===== src/rtl/vfv_pkg.sv =====
// Shared types and constants for the voxel face visibility mask block.
`timescale 1ns / 1ps

package vfv_pkg;

    // Largest interior edge length of a chunk.
    localparam int DEF_MAX_INTERIOR = 32;

    // Configuration register indexes.
    typedef enum logic [1:0] {
        REG_GRID_WIDTH  = 2'd0,
        REG_GRID_HEIGHT = 2'd1,
        REG_GRID_DEPTH  = 2'd2
    } t_cfg_idx;

    localparam int CFG_IDX_W  = 2;
    localparam int CFG_DATA_W = 6;
    localparam int POS_W      = 5;
    localparam int MASK_W     = 6;

    // Face mask bit positions.
    localparam int BIT_PX = 0;
    localparam int BIT_NX = 1;
    localparam int BIT_PY = 2;
    localparam int BIT_NY = 3;
    localparam int BIT_PZ = 4;
    localparam int BIT_NZ = 5;

    // Size taken after reset, before clamping.
    localparam int RST_SIZE = 34;

    typedef logic [MASK_W-1:0] t_mask;
    typedef logic [POS_W-1:0]  t_pos;

endpackage


===== src/rtl/vfv_if.sv =====
// Stream and configuration channel interfaces of the voxel face visibility block.
`timescale 1ns / 1ps

interface vfv_in_if;
    logic valid;
    logic ready;
    logic transparent;

    modport source (output valid, output transparent, input ready);
    modport sink   (input valid, input transparent, output ready);
endinterface

interface vfv_out_if;
    logic                 valid;
    logic                 ready;
    logic [5:0]           face_mask;
    logic                 any_visible;
    logic [4:0]           pos_x;
    logic [4:0]           pos_y;
    logic [4:0]           pos_z;
    logic                 last;

    modport source (output valid, output face_mask, output any_visible, output pos_x,
                    output pos_y, output pos_z, output last, input ready);
    modport sink   (input valid, input face_mask, input any_visible, input pos_x,
                    input pos_y, input pos_z, input last, output ready);
endinterface

interface vfv_cfg_if;
    logic       valid;
    logic       ready;
    logic [1:0] index;
    logic [5:0] data;

    modport source (output valid, output index, output data, input ready);
    modport sink   (input valid, input index, input data, output ready);
endinterface


===== src/rtl/voxel_face_visibility_mask.sv =====
// Top level: streamed six-neighbour face visibility mask over a padded voxel chunk.
`timescale 1ns / 1ps
//
//  channel  | dir | handshake     | payload
//  ---------+-----+---------------+-------------------------------------------------
//  i_in     | in  | valid / ready | transparent
//  o_out    | out | valid / ready | face_mask, any_visible, pos_x, pos_y, pos_z, last
//  i_cfg    | in  | valid / ready | index (0 width, 1 height, 2 depth), data
//
//  One voxel per clock unless held off; the result of a voxel is in the output register
//  the cycle after its transfer. Neighbor bits come from two circular bit buffers (one write
//  and one registered read each per transfer), so the input rate is set by those buffer ports.
//  Reset clears the counters, read pointers and output valid; buffer contents need no clearing.
//  Input is held off only while a result waits in the output register and o_out.ready is low.
//  A config write restarts the raster position at the chunk origin.

module voxel_face_visibility_mask #(
    parameter int MAX_INTERIOR = vfv_pkg::DEF_MAX_INTERIOR
) (
    input  logic       i_clk,
    input  logic       i_rst_n,
    vfv_in_if.sink     i_in,
    vfv_out_if.source  o_out,
    vfv_cfg_if.sink    i_cfg
);
    import vfv_pkg::*;

    localparam int PAD     = MAX_INTERIOR + 2;
    localparam int ZW      = $clog2(PAD + 1);
    localparam int XW      = (ZW > CFG_DATA_W) ? ZW : CFG_DATA_W;
    localparam int PW      = (ZW > POS_W) ? ZW : POS_W;
    localparam int D1      = PAD * (PAD - 1);
    localparam int A1      = $clog2(D1);
    localparam int D2      = PAD - 1;
    localparam int A2      = $clog2(D2);
    localparam int RST_SZ  = (PAD < RST_SIZE) ? PAD : RST_SIZE;
    localparam int RST_L1M = RST_SZ * (RST_SZ - 1) - 1;
    localparam int RST_L2M = RST_SZ - 2;

    function automatic logic [ZW-1:0] clamp_size(input logic [CFG_DATA_W-1:0] v);
        logic [XW-1:0] ve;
        ve = XW'(v);
        if (ve < XW'(3)) return ZW'(3);
        if (ve > XW'(PAD)) return ZW'(PAD);
        return ZW'(ve);
    endfunction

    // ---------------- configuration ----------------
    logic [ZW-1:0] r_w, r_h, r_dep;
    logic [ZW-1:0] n_w, n_h, n_dep;
    logic          cfg_hit;
    logic [2*ZW-1:0] n_prod;
    logic [A1-1:0] n_len1m, r_len1m;
    logic [A2-1:0] n_len2m, r_len2m;

    assign i_cfg.ready = 1'b1;

    always_comb begin
        n_w     = r_w;
        n_h     = r_h;
        n_dep   = r_dep;
        cfg_hit = 1'b0;
        if (i_cfg.valid) begin
            unique case (i_cfg.index)
                REG_GRID_WIDTH: begin
                    n_w     = clamp_size(i_cfg.data);
                    cfg_hit = 1'b1;
                end
                REG_GRID_HEIGHT: begin
                    n_h     = clamp_size(i_cfg.data);
                    cfg_hit = 1'b1;
                end
                REG_GRID_DEPTH: begin
                    n_dep   = clamp_size(i_cfg.data);
                    cfg_hit = 1'b1;
                end
                default: ;
            endcase
        end
        // Plane delay minus one row: w*(h-1); the row delay is w-1.
        n_prod  = (2*ZW)'(n_w) * (2*ZW)'(n_h - ZW'(1));
        n_len1m = A1'(n_prod - (2*ZW)'(1));
        n_len2m = A2'(n_w - ZW'(2));
    end

    always_ff @(posedge i_clk) begin
        if (!i_rst_n) begin
            r_w     <= clamp_size(CFG_DATA_W'(RST_SIZE));
            r_h     <= clamp_size(CFG_DATA_W'(RST_SIZE));
            r_dep   <= clamp_size(CFG_DATA_W'(RST_SIZE));
            r_len1m <= A1'(RST_L1M);
            r_len2m <= A2'(RST_L2M);
        end else if (cfg_hit) begin
            r_w     <= n_w;
            r_h     <= n_h;
            r_dep   <= n_dep;
            r_len1m <= n_len1m;
            r_len2m <= n_len2m;
        end
    end

    // ---------------- handshake ----------------
    logic r_ov;
    logic in_ready, in_xfer;

    assign in_ready   = !r_ov || o_out.ready;
    assign i_in.ready = in_ready;
    assign in_xfer    = i_in.valid && in_ready;

    // ---------------- raster position ----------------
    logic [ZW-1:0] r_cx, r_cy, r_cz;

    always_ff @(posedge i_clk) begin
        if (!i_rst_n || cfg_hit) begin
            r_cx <= '0;
            r_cy <= '0;
            r_cz <= '0;
        end else if (in_xfer) begin
            if (r_cx == r_w - ZW'(1)) begin
                r_cx <= '0;
                if (r_cy == r_h - ZW'(1)) begin
                    r_cy <= '0;
                    r_cz <= (r_cz == r_dep - ZW'(1)) ? '0 : r_cz + ZW'(1);
                end else begin
                    r_cy <= r_cy + ZW'(1);
                end
            end else begin
                r_cx <= r_cx + ZW'(1);
            end
        end
    end

    // ---------------- delay line ----------------
    // Buffer 1 (length w*(h-1)): bit 0 carries the input stream, bit 1 carries the -y tap on to -z.
    // Buffer 2 (length w-1): bit 0 continues bit 0 of buffer 1, bit 1 follows the -x tap.
    logic [1:0]    mem1 [D1];
    logic [1:0]    mem2 [D2];
    logic [A1-1:0] r_wp1, r_rp1;
    logic [A2-1:0] r_wp2, r_rp2;
    logic [1:0]    r_q1, r_q2;
    logic          r_tap_c, r_tap_nx;

    always_ff @(posedge i_clk) begin
        if (!i_rst_n) begin
            r_wp1 <= A1'(RST_L1M);
            r_rp1 <= '0;
            r_wp2 <= A2'(RST_L2M);
            r_rp2 <= '0;
        end else if (cfg_hit) begin
            r_wp1 <= n_len1m;
            r_rp1 <= '0;
            r_wp2 <= n_len2m;
            r_rp2 <= '0;
        end else if (in_xfer) begin
            r_wp1 <= (r_wp1 == A1'(D1 - 1)) ? '0 : r_wp1 + A1'(1);
            r_rp1 <= (r_rp1 == A1'(D1 - 1)) ? '0 : r_rp1 + A1'(1);
            r_wp2 <= (r_wp2 == A2'(D2 - 1)) ? '0 : r_wp2 + A2'(1);
            r_rp2 <= (r_rp2 == A2'(D2 - 1)) ? '0 : r_rp2 + A2'(1);
        end
    end

    always_ff @(posedge i_clk) begin
        if (in_xfer) begin
            mem1[r_wp1] <= {r_q2[1], i_in.transparent};
            r_q1        <= mem1[r_rp1];
            mem2[r_wp2] <= {r_tap_nx, r_q1[0]};
            r_q2        <= mem2[r_rp2];
            r_tap_c     <= r_q2[0];
            r_tap_nx    <= r_tap_c;
        end
    end

    // ---------------- result ----------------
    logic  res_valid, res_last;
    t_mask res_mask;
    logic [PW-1:0] ext_x, ext_y, ext_z;

    always_comb begin
        res_valid = (r_cz >= ZW'(2)) && (r_cx >= ZW'(1)) && (r_cx <= r_w - ZW'(2)) &&
                    (r_cy >= ZW'(1)) && (r_cy <= r_h - ZW'(2));
        res_last  = (r_cx == r_w - ZW'(2)) && (r_cy == r_h - ZW'(2)) &&
                    (r_cz == r_dep - ZW'(1));
        res_mask          = '0;
        res_mask[BIT_PX]  = r_q2[0];
        res_mask[BIT_NX]  = r_tap_nx;
        res_mask[BIT_PY]  = r_q1[0];
        res_mask[BIT_NY]  = r_q2[1];
        res_mask[BIT_PZ]  = i_in.transparent;
        res_mask[BIT_NZ]  = r_q1[1];
        ext_x = PW'(r_cx) - PW'(1);
        ext_y = PW'(r_cy) - PW'(1);
        ext_z = PW'(r_cz) - PW'(2);
    end

    t_mask r_mask;
    logic  r_any, r_last;
    t_pos  r_px, r_py, r_pz;

    always_ff @(posedge i_clk) begin
        if (!i_rst_n) begin
            r_ov <= 1'b0;
        end else if (in_xfer) begin
            r_ov <= res_valid;
        end else if (o_out.ready) begin
            r_ov <= 1'b0;
        end
    end

    always_ff @(posedge i_clk) begin
        if (in_xfer && res_valid) begin
            r_mask <= res_mask;
            r_any  <= |res_mask;
            r_px   <= ext_x[POS_W-1:0];
            r_py   <= ext_y[POS_W-1:0];
            r_pz   <= ext_z[POS_W-1:0];
            r_last <= res_last;
        end
    end

    assign o_out.valid       = r_ov;
    assign o_out.face_mask   = r_mask;
    assign o_out.any_visible = r_any;
    assign o_out.pos_x       = r_px;
    assign o_out.pos_y       = r_py;
    assign o_out.pos_z       = r_pz;
    assign o_out.last        = r_last;

    // ---------------- assertions ----------------
    a_pos_in_range: assert property (@(posedge i_clk) disable iff (!i_rst_n)
        (r_cx < r_w) && (r_cy < r_h) && (r_cz < r_dep))
        else $error("raster position outside grid");

    a_buf1_spacing: assert property (@(posedge i_clk) disable iff (!i_rst_n)
        ((r_wp1 >= r_rp1) ? (int'(r_wp1) - int'(r_rp1))
                          : (int'(r_wp1) + D1 - int'(r_rp1))) == int'(r_len1m))
        else $error("plane buffer pointers out of step");

    a_buf2_spacing: assert property (@(posedge i_clk) disable iff (!i_rst_n)
        ((r_wp2 >= r_rp2) ? (int'(r_wp2) - int'(r_rp2))
                          : (int'(r_wp2) + D2 - int'(r_rp2))) == int'(r_len2m))
        else $error("row buffer pointers out of step");

    a_result_loaded: assert property (@(posedge i_clk) disable iff (!i_rst_n)
        (in_xfer && res_valid) |=> r_ov)
        else $error("result lost after transfer");

    a_any_matches: assert property (@(posedge i_clk) disable iff (!i_rst_n)
        r_ov |-> (r_any == (r_mask != '0)))
        else $error("any_visible disagrees with face_mask");

endmodule

===== src/flat_wrapper.sv =====
// flat-port wrapper written by rule: the top's interface ports become plain ports
module voxel_face_visibility_mask_flat import vfv_pkg::*;
#(
    parameter int MAX_INTERIOR = vfv_pkg::DEF_MAX_INTERIOR
)
  (i_clk, i_rst_n, i_in_valid, i_in_transparent, i_in_ready, o_out_valid, o_out_face_mask, o_out_any_visible, o_out_pos_x, o_out_pos_y, o_out_pos_z, o_out_last, o_out_ready, i_cfg_valid, i_cfg_index, i_cfg_data, i_cfg_ready);
  vfv_in_if i_in_i ();
  vfv_out_if o_out_i ();
  vfv_cfg_if i_cfg_i ();
  input  logic i_clk;
  input  logic i_rst_n;
  input wire logic [$bits(i_in_i.valid)-1:0] i_in_valid;
  input wire logic [$bits(i_in_i.transparent)-1:0] i_in_transparent;
  output wire logic [$bits(i_in_i.ready)-1:0] i_in_ready;
  output wire logic [$bits(o_out_i.valid)-1:0] o_out_valid;
  output wire logic [$bits(o_out_i.face_mask)-1:0] o_out_face_mask;
  output wire logic [$bits(o_out_i.any_visible)-1:0] o_out_any_visible;
  output wire logic [$bits(o_out_i.pos_x)-1:0] o_out_pos_x;
  output wire logic [$bits(o_out_i.pos_y)-1:0] o_out_pos_y;
  output wire logic [$bits(o_out_i.pos_z)-1:0] o_out_pos_z;
  output wire logic [$bits(o_out_i.last)-1:0] o_out_last;
  input wire logic [$bits(o_out_i.ready)-1:0] o_out_ready;
  input wire logic [$bits(i_cfg_i.valid)-1:0] i_cfg_valid;
  input wire logic [$bits(i_cfg_i.index)-1:0] i_cfg_index;
  input wire logic [$bits(i_cfg_i.data)-1:0] i_cfg_data;
  output wire logic [$bits(i_cfg_i.ready)-1:0] i_cfg_ready;
  assign i_in_i.valid = i_in_valid;
  assign i_in_i.transparent = i_in_transparent;
  assign i_in_ready = i_in_i.ready;
  assign o_out_valid = o_out_i.valid;
  assign o_out_face_mask = o_out_i.face_mask;
  assign o_out_any_visible = o_out_i.any_visible;
  assign o_out_pos_x = o_out_i.pos_x;
  assign o_out_pos_y = o_out_i.pos_y;
  assign o_out_pos_z = o_out_i.pos_z;
  assign o_out_last = o_out_i.last;
  assign o_out_i.ready = o_out_ready;
  assign i_cfg_i.valid = i_cfg_valid;
  assign i_cfg_i.index = i_cfg_index;
  assign i_cfg_i.data = i_cfg_data;
  assign i_cfg_ready = i_cfg_i.ready;
  voxel_face_visibility_mask #(.MAX_INTERIOR(MAX_INTERIOR)) u_core (.i_clk(i_clk), .i_rst_n(i_rst_n), .i_in(i_in_i), .o_out(o_out_i), .i_cfg(i_cfg_i));
endmodule

===== config.mk =====
export PLATFORM = sky130hd
export DESIGN_NAME = voxel_face_visibility_mask_flat
export DESIGN_NICKNAME = d
export VERILOG_FILES = /design/src/rtl/vfv_pkg.sv /design/src/rtl/vfv_if.sv /design/src/rtl/voxel_face_visibility_mask.sv /design/src/flat_wrapper.sv
export SDC_FILE = /design/constraint.sdc
export NUM_CORES = 2
export LEC_CHECK = 0
export CORE_MARGIN = 5
export CORE_UTILIZATION = 68
export CTS_CLUSTER_DIAMETER = 40
export DETAILED_ROUTE_END_ITERATION = 8
export DONT_BUFFER_PORTS = 1
export PLACE_DENSITY = 0.8
export SLEW_MARGIN = 10
export SYNTH_ARGS = -nofsm -noshare
export SYNTH_HDL_FRONTEND = slang
export SYNTH_SLANG_ARGS = --single-unit

===== constraint.sdc =====
create_clock -name i_clk -period 25.5 [get_ports i_clk]
set_input_delay 2.55 -clock i_clk [delete_from_list [all_inputs] [get_ports i_clk]]
set_output_delay 2.55 -clock i_clk [all_outputs]
set_load 0.02 [all_outputs]

## Word-level counts from Yosys, hierarchy flattened

Memory sizes are Yosys's and may differ from the RTL's. A register that Yosys moved wholly into a read port is not among the register bits.
Cells that the tools add are included.

- Add/sub/neg operators: 18
- Bitwise operators: 1
- Reduce and logical (&&, ||, !) cells: 21
- Muxes and demuxes: 46
- $mul: 1
- Equal/unequal tests: 11
- Magnitude comparators: 7

Operator list:

| kind | number |
|---|---|
| 2-to-1 mux 6 bit | 19 |
| 2-to-1 mux 11 bit | 4 |
| adder 6 x 1 -> 6 bit (second input constant) | 5 |
| == test 6 bit | 5 |
| 2-to-1 mux 1 bit | 23 |
| adder 11 x 1 -> 11 bit (second input constant) | 2 |
| == test 11 bit (second input constant) | 2 |
| subtractor 6 x 1 -> 6 bit (second input constant) | 3 |
| subtractor 6 x 2 -> 6 bit (second input constant) | 3 |
| == test 6 bit (second input constant) | 2 |
| >= comparator 6 x 1 -> 1 bit (second input constant) | 2 |
| less-or-equal comparator 6 bit | 2 |
| multiplier 6 x 12 -> 11 bit | 1 |
| subtractor 11 x 1 -> 11 bit (second input constant) | 1 |
| subtractor 5 x 1 -> 5 bit (second input constant) | 2 |
| logical AND 1 bit | 8 |
| subtractor 6 x 1 -> 7 bit (second input constant) | 1 |
| >= comparator 6 x 2 -> 1 bit (second input constant) | 1 |
| > comparator 6 bit (second input constant) | 1 |
| < comparator 6 x 2 -> 1 bit (second input constant) | 1 |
| AND reduction 3 bit | 2 |
| OR reduction 6 bit | 1 |
| subtractor 5 x 2 -> 5 bit (second input constant) | 1 |
| nonzero test 2 bit | 2 |
| other kinds (9) | 11 |

- Logic and storage cells: 126
- Output and inout bits: 26
- Bits in registers: 96
- Memory bits (writable): 2310
- Memories kept: 2

Memories:

| name | depth | bits a word | read ports | clocked after Yosys merged registers in | write ports | RTL line | text |
|---|---|---|---|---|---|---|---|
| u_core.mem1 | 1122 | 2 | 1 | 1 | 1 | voxel_face_visibility_mask.sv:136 | `logic [1:0] mem1 [D1];` |
| u_core.mem2 | 33 | 2 | 1 | 1 | 1 | voxel_face_visibility_mask.sv:137 | `logic [1:0] mem2 [D2];` |

## Logic depth before layout (Yosys ltp)

- Word-level depth: 15
- Gate-level depth with buffers: 26
- Mapped depth without buffers: 25

## Least setup slack after synthesis

OpenSTA, ideal clock, no wires.

- Path type: register -> register
- Start point: register u_core.r_q2[1], read port of u_core.mem2
- End point: memory u_core.mem1[0][1] (data pin)
- Data required time: 22.587 ns
- Setup slack: 9.422 ns
- Library setup time: 2.913 ns
- Data arrival time: 13.165 ns
- Stages on the path, launching flop included: 1
- Path through: edfxtp_1

RTL lines:

| what | RTL line | text |
|---|---|---|
| start, declared | voxel_face_visibility_mask.sv:140 | `logic [1:0] r_q1, r_q2;` |
| end, declared | voxel_face_visibility_mask.sv:136 |  |

No word-level cell before the write port.

## Worst setup path in the final report

- Start point: input port i_cfg_data[4]
- End point: register u_core.r_wp1[10]

- Longest elaborated chain between the ends: 13
- Elaborated cells on any way between the ends: 27
- Classes of those cells: add/sub (2); mul (1); order compare (2); mux (22)

Ends and longest elaborated chain:

| what | RTL line | text |
|---|---|---|
| start, declared | flat_wrapper.sv:25 | `input wire logic [$bits(i_cfg_i.data)-1:0] i_cfg_data;` |
| > comparator 6 bit | voxel_face_visibility_mask.sv:44 | `if (ve > XW'(PAD)) return ZW'(PAD);` |
| 2-to-1 mux 1 bit (2 in a row) | voxel_face_visibility_mask.sv:44 |  |
| 2-to-1 mux 1 bit | voxel_face_visibility_mask.sv:64 | `unique case (i_cfg.index)` |
| 2-to-1 mux 1 bit | voxel_face_visibility_mask.sv:63 | `if (i_cfg.valid) begin` |
| 2-to-1 mux 6 bit | voxel_face_visibility_mask.sv:45 | `return ZW'(ve);` |
| 2-to-1 mux 6 bit | voxel_face_visibility_mask.sv:44 |  |
| 2-to-1 mux 6 bit | voxel_face_visibility_mask.sv:64 |  |
| 2-to-1 mux 6 bit | voxel_face_visibility_mask.sv:63 |  |
| subtractor 6 x 1 -> 7 bit | voxel_face_visibility_mask.sv:81 | `n_prod = (2*ZW)'(n_w) * (2*ZW)'(n_h - ZW'(1));` |
| multiplier 6 x 12 -> 11 bit (*) | voxel_face_visibility_mask.sv:81 |  |
| subtractor 11 x 1 -> 11 bit (*) | voxel_face_visibility_mask.sv:82 | `n_len1m = A1'(n_prod - (2*ZW)'(1));` |
| 2-to-1 mux 11 bit (*) | voxel_face_visibility_mask.sv:149 | `end else if (cfg_hit) begin` |
| end signal, assigned | voxel_face_visibility_mask.sv:145 | `r_wp1 <= A1'(RST_L1M);` |
| end signal, assigned | voxel_face_visibility_mask.sv:150 | `r_wp1 <= n_len1m;` |
| end signal, assigned | voxel_face_visibility_mask.sv:155 | `r_wp1 <= (r_wp1 == A1'(D1 - 1)) ? '0 : r_wp1 + A1'(1);` |
| end, declared | voxel_face_visibility_mask.sv:138 | `logic [A1-1:0] r_wp1, r_rp1;` |

Mark *: on every way between the ends. The rest lies on a longest branch, timed or not. The select of a mux whose other input is x is not followed.
A chain may end at the register's enable or synchronous reset.

==> metrics.txt <==
global-route wire length before repair=395000 µm; unrepaired setup endpoints after global routing=no; Num Clock Sinks=2410; critical path start-end classification=in -> reg; Placed Instance Area=102000 µm²; drt via density=7.21; final-layout setup total negative slack=0 ns; post-synthesis mux area share=0.148; fraction of the cycle the final worst path needs=0.301; gate count of the mapped netlist=6015; post-CTS sizing=0; Residual DRC=0; path category of the worst min-delay check=reg -> reg; sum of routed wire segments on met1=88300 µm; worst-case hold slack=0.428 ns; #FFs+latches synth=2410; min cycle time layout=7.69 ns; sequential area share after synthesis=0.710; GRT Residual Overflow=0; clock-pin slew on the worst setup and hold paths=0.06 ns; Pre-Repair DR Iteration Count=7; insertion delay of the later-clocked pin in the worst-skew pair=0.91 ns; synthesized-area fraction occupied by adder cells=0.0128; power density cells=79.5 nW/µm²; number of nets at the end of the flow=6038; post-synthesis average cell area=16.8 µm²; TritonCTS clock tree=yes; row count=141; Synth Area in XOR/XNOR=0.00746; Worst setup SP type=primary input; number of buffers added for setup after CTS=0; area delta synth->final=10.6%; CP Cell Sequence=o41ai_1 > a21oi_1 > o21ai_0 > inv_1 > ha_1 > xor2_1 > nor2_1 > fa_1 > inv_1 > fa_1 > inv_1 > fa_1 > inv_1 > fa_1 > inv_1 > ha_1 > a2111oi_0 > nor3_1 > a21o_1 > a21oi_1 > xnor2_1 > o21ai_0; number of buffers added by the clock tree synthesis step=286; clock root buffer master=clkbuf_16; share of flip-flops with an asynchronous set or reset after synthesis=0; initial core utilization=0.684; number of flops mapped to enable cells by yosys=2339; filler cell count=7760; sequential cell area=71700 µm²; critical-path cell with the highest stage delay=o21ai_0; post-route clock skew=0.0508 ns; WL per Instance=33.7 µm; Tot Pwr=0.00887 W; pre-CTS setup slack=16.97 ns; initial antenna violation count=13; final instance area=112000 µm²; Max Used Layer=met5; result of the run=finished with violations; flip-flop cell with the highest count after synthesis=edfxtp_1; worst-case register-to-register setup slack=19.39 ns; final critical-path setup slack=17.81 ns; portion of synthesized cell area occupied by the leading cell type=0.696; largest cells by area after synthesis=edfxtp_1 (70%), mux4_2 (13%), nor2_1 (4.7%), mux2i_1 (1.6%), dfxtp_1 (1.4%); chip width=395 µm; die area=156000 µm²; complex-gate fraction of the synthesized area=0.0273; max-cap check violation count=0; Largest stage delay, worst path=0.54 ns; CP Data Arrival Time=8.43 ns; required time of the critical path=26.24 ns; placer congestion estimate=0.843; final setup violating endpoints=0; synth unique cells=76; Synthesized Nets=6116; most common cell type on the critical path=inv_1; violations in the final reports=slew limit; detailed placement HPWL=141000 µm; share of post-route cells with drive strength above 1=0.197; maximum fanout along the worst path=6; H-Tree Level Count=5; core region area=148000 µm²; combined global-route utilization of all metal layers=0.349; kind of cell adding the most delay to the critical path=adder cells; area of the multi-input gates=27000 µm²; vias in the first global route=58.8k; buffers plus inverters on the worst setup path=5; hold violation count in the final report=0; leak pwr=33.7 nW; slew at the pin closest to its max-slew limit=1.58 ns; Die H=395 µm; cell with the most instances after synthesis=edfxtp_1; cell type with the largest total area after synthesis=edfxtp_1; Worst slew margin=-0.0561; netlist area before placement=101000 µm²; combinational family with the most area after synthesis=multiplexers; Peak VDD IR=0.0646 mV; area fraction in and, or, nand and nor cells after synthesis=0.0697; final-report max-slew violation count=139; total wire length=272000 µm; violation count after the first detailed-route iteration=9986; largest net degree at the start of global routing=1125; kind of capture point of the worst setup path=register; detailed-route via count=58.3k; maximum root-to-sink buffer count=4; quantity of hold-fixing buffers added after cts=0; WL met3=37000 µm; DR WL met2=131000 µm; count of synthesis-stage warnings from yosys=0; Routed Antenna Nets=0; port buffer count=0; top-level I/O count=40; synth cell count leaders=edfxtp_1 (2339), nor2_1 (1268), mux4_2 (583), clkbuf_1 (319), nand2_1 (161); Peak Freq=0.130 GHz
layout make-up:
class	instances	area share
antenna	13	0.000291
timing repair buffer	114	0.00894
multi-input combinational	3038	0.242
clock inverter	153	0.0147
clock buffer	333	0.0675
inverter	87	0.00297
sequential	2410	0.642
tap	1930	0.0216
where the power goes:
group	internal (W)	leakage [nW]	total, W	switching (W)
logic	0.000173	7.64	0.000496	0.000324
clock network	0.00240	4.46	0.00399	0.00159
registers	0.00436	21.6	0.00438	0.0000213
total	0.00693	33.7	0.00887	0.00194
layer usage:
layer / vias to the layer above / track usage
met5: - / 0
met4: 4 / 0.178
met3: 1026 / 0.0975
met2: 4909 / 0.547
met1: 29300 / 0.458
li1: 23100 / -
cell families (layout without fill, tap and decap cells):
family	count (synthesis)	after routing
DFF	2410	2410
xor gates and xnor gates	86	86
adders and majority gates	87	87
AOI/OAI and AO/OA	399	399
buffers and inverters	567	687
other	1	14
muxes	760	760
and+or+nand+nor	1705	1705
cell usage in the layout, fill, tap and decap left out, drive strengths merged, types with 77 or more instances in the layout:
cell type	count
clkinv	84
edfxtp	2339
mux4	583
inv	113
buf	114
nand2	161
nor2	1268
mux2i	157
clkbuf	333
a21oi	77
metrics by stage:
stage	std cells	util
after global routing	8065	0.756
final	8078	0.756
after CTS	8061	0.755
after floorplan	6015	-
after detailed placement	7575	0.693
after global placement	7575	0.693
path summary, 6_finish.rpt:
kind	depth (start not counted)	endpoint	startpoint
hold reg to reg	0	u_core.r_tap_nx	u_core.r_tap_c
setup / recovery	22	u_core.r_wp1[10]	i_cfg_data[4]
hold / removal	0	u_core.r_tap_nx	u_core.r_tap_c
setup reg to reg	11	u_core.r_q1[0]	u_core.r_rp1[0]
state kept, by name (all words and copies together), names as in the netlist, 5 cells and up:
register and cells:
u_core.r_rp1 11, u_core.r_h 6, u_core.r_dep 6, u_core.o_out.face_mask 6, u_core.mem2 66, u_core.r_cx 6, u_core.r_w 6, u_core.r_rp2 6
u_core.mem1 2244, u_core.r_wp1 11, u_core.o_out.pos_x 5, u_core.r_cz 6, u_core.o_out.pos_z 5, u_core.o_out.pos_y 5, u_core.r_wp2 6, u_core.r_cy 6
worst register-to-register path: stages (launching register included):
cell and delay (ns):
dfxtp_4 0.75, buf_12 0.69, buf_4 0.93, buf_4 0.71, mux4_2 0.61, a22o_1 0.25
a221oi_1 0.42, o22ai_1 0.20, nor4_1 0.64, nor3_1 0.16, o311ai_1 0.31, o311ai_1 0.15
No activity file was read; power rests on OpenSTA's default activity.
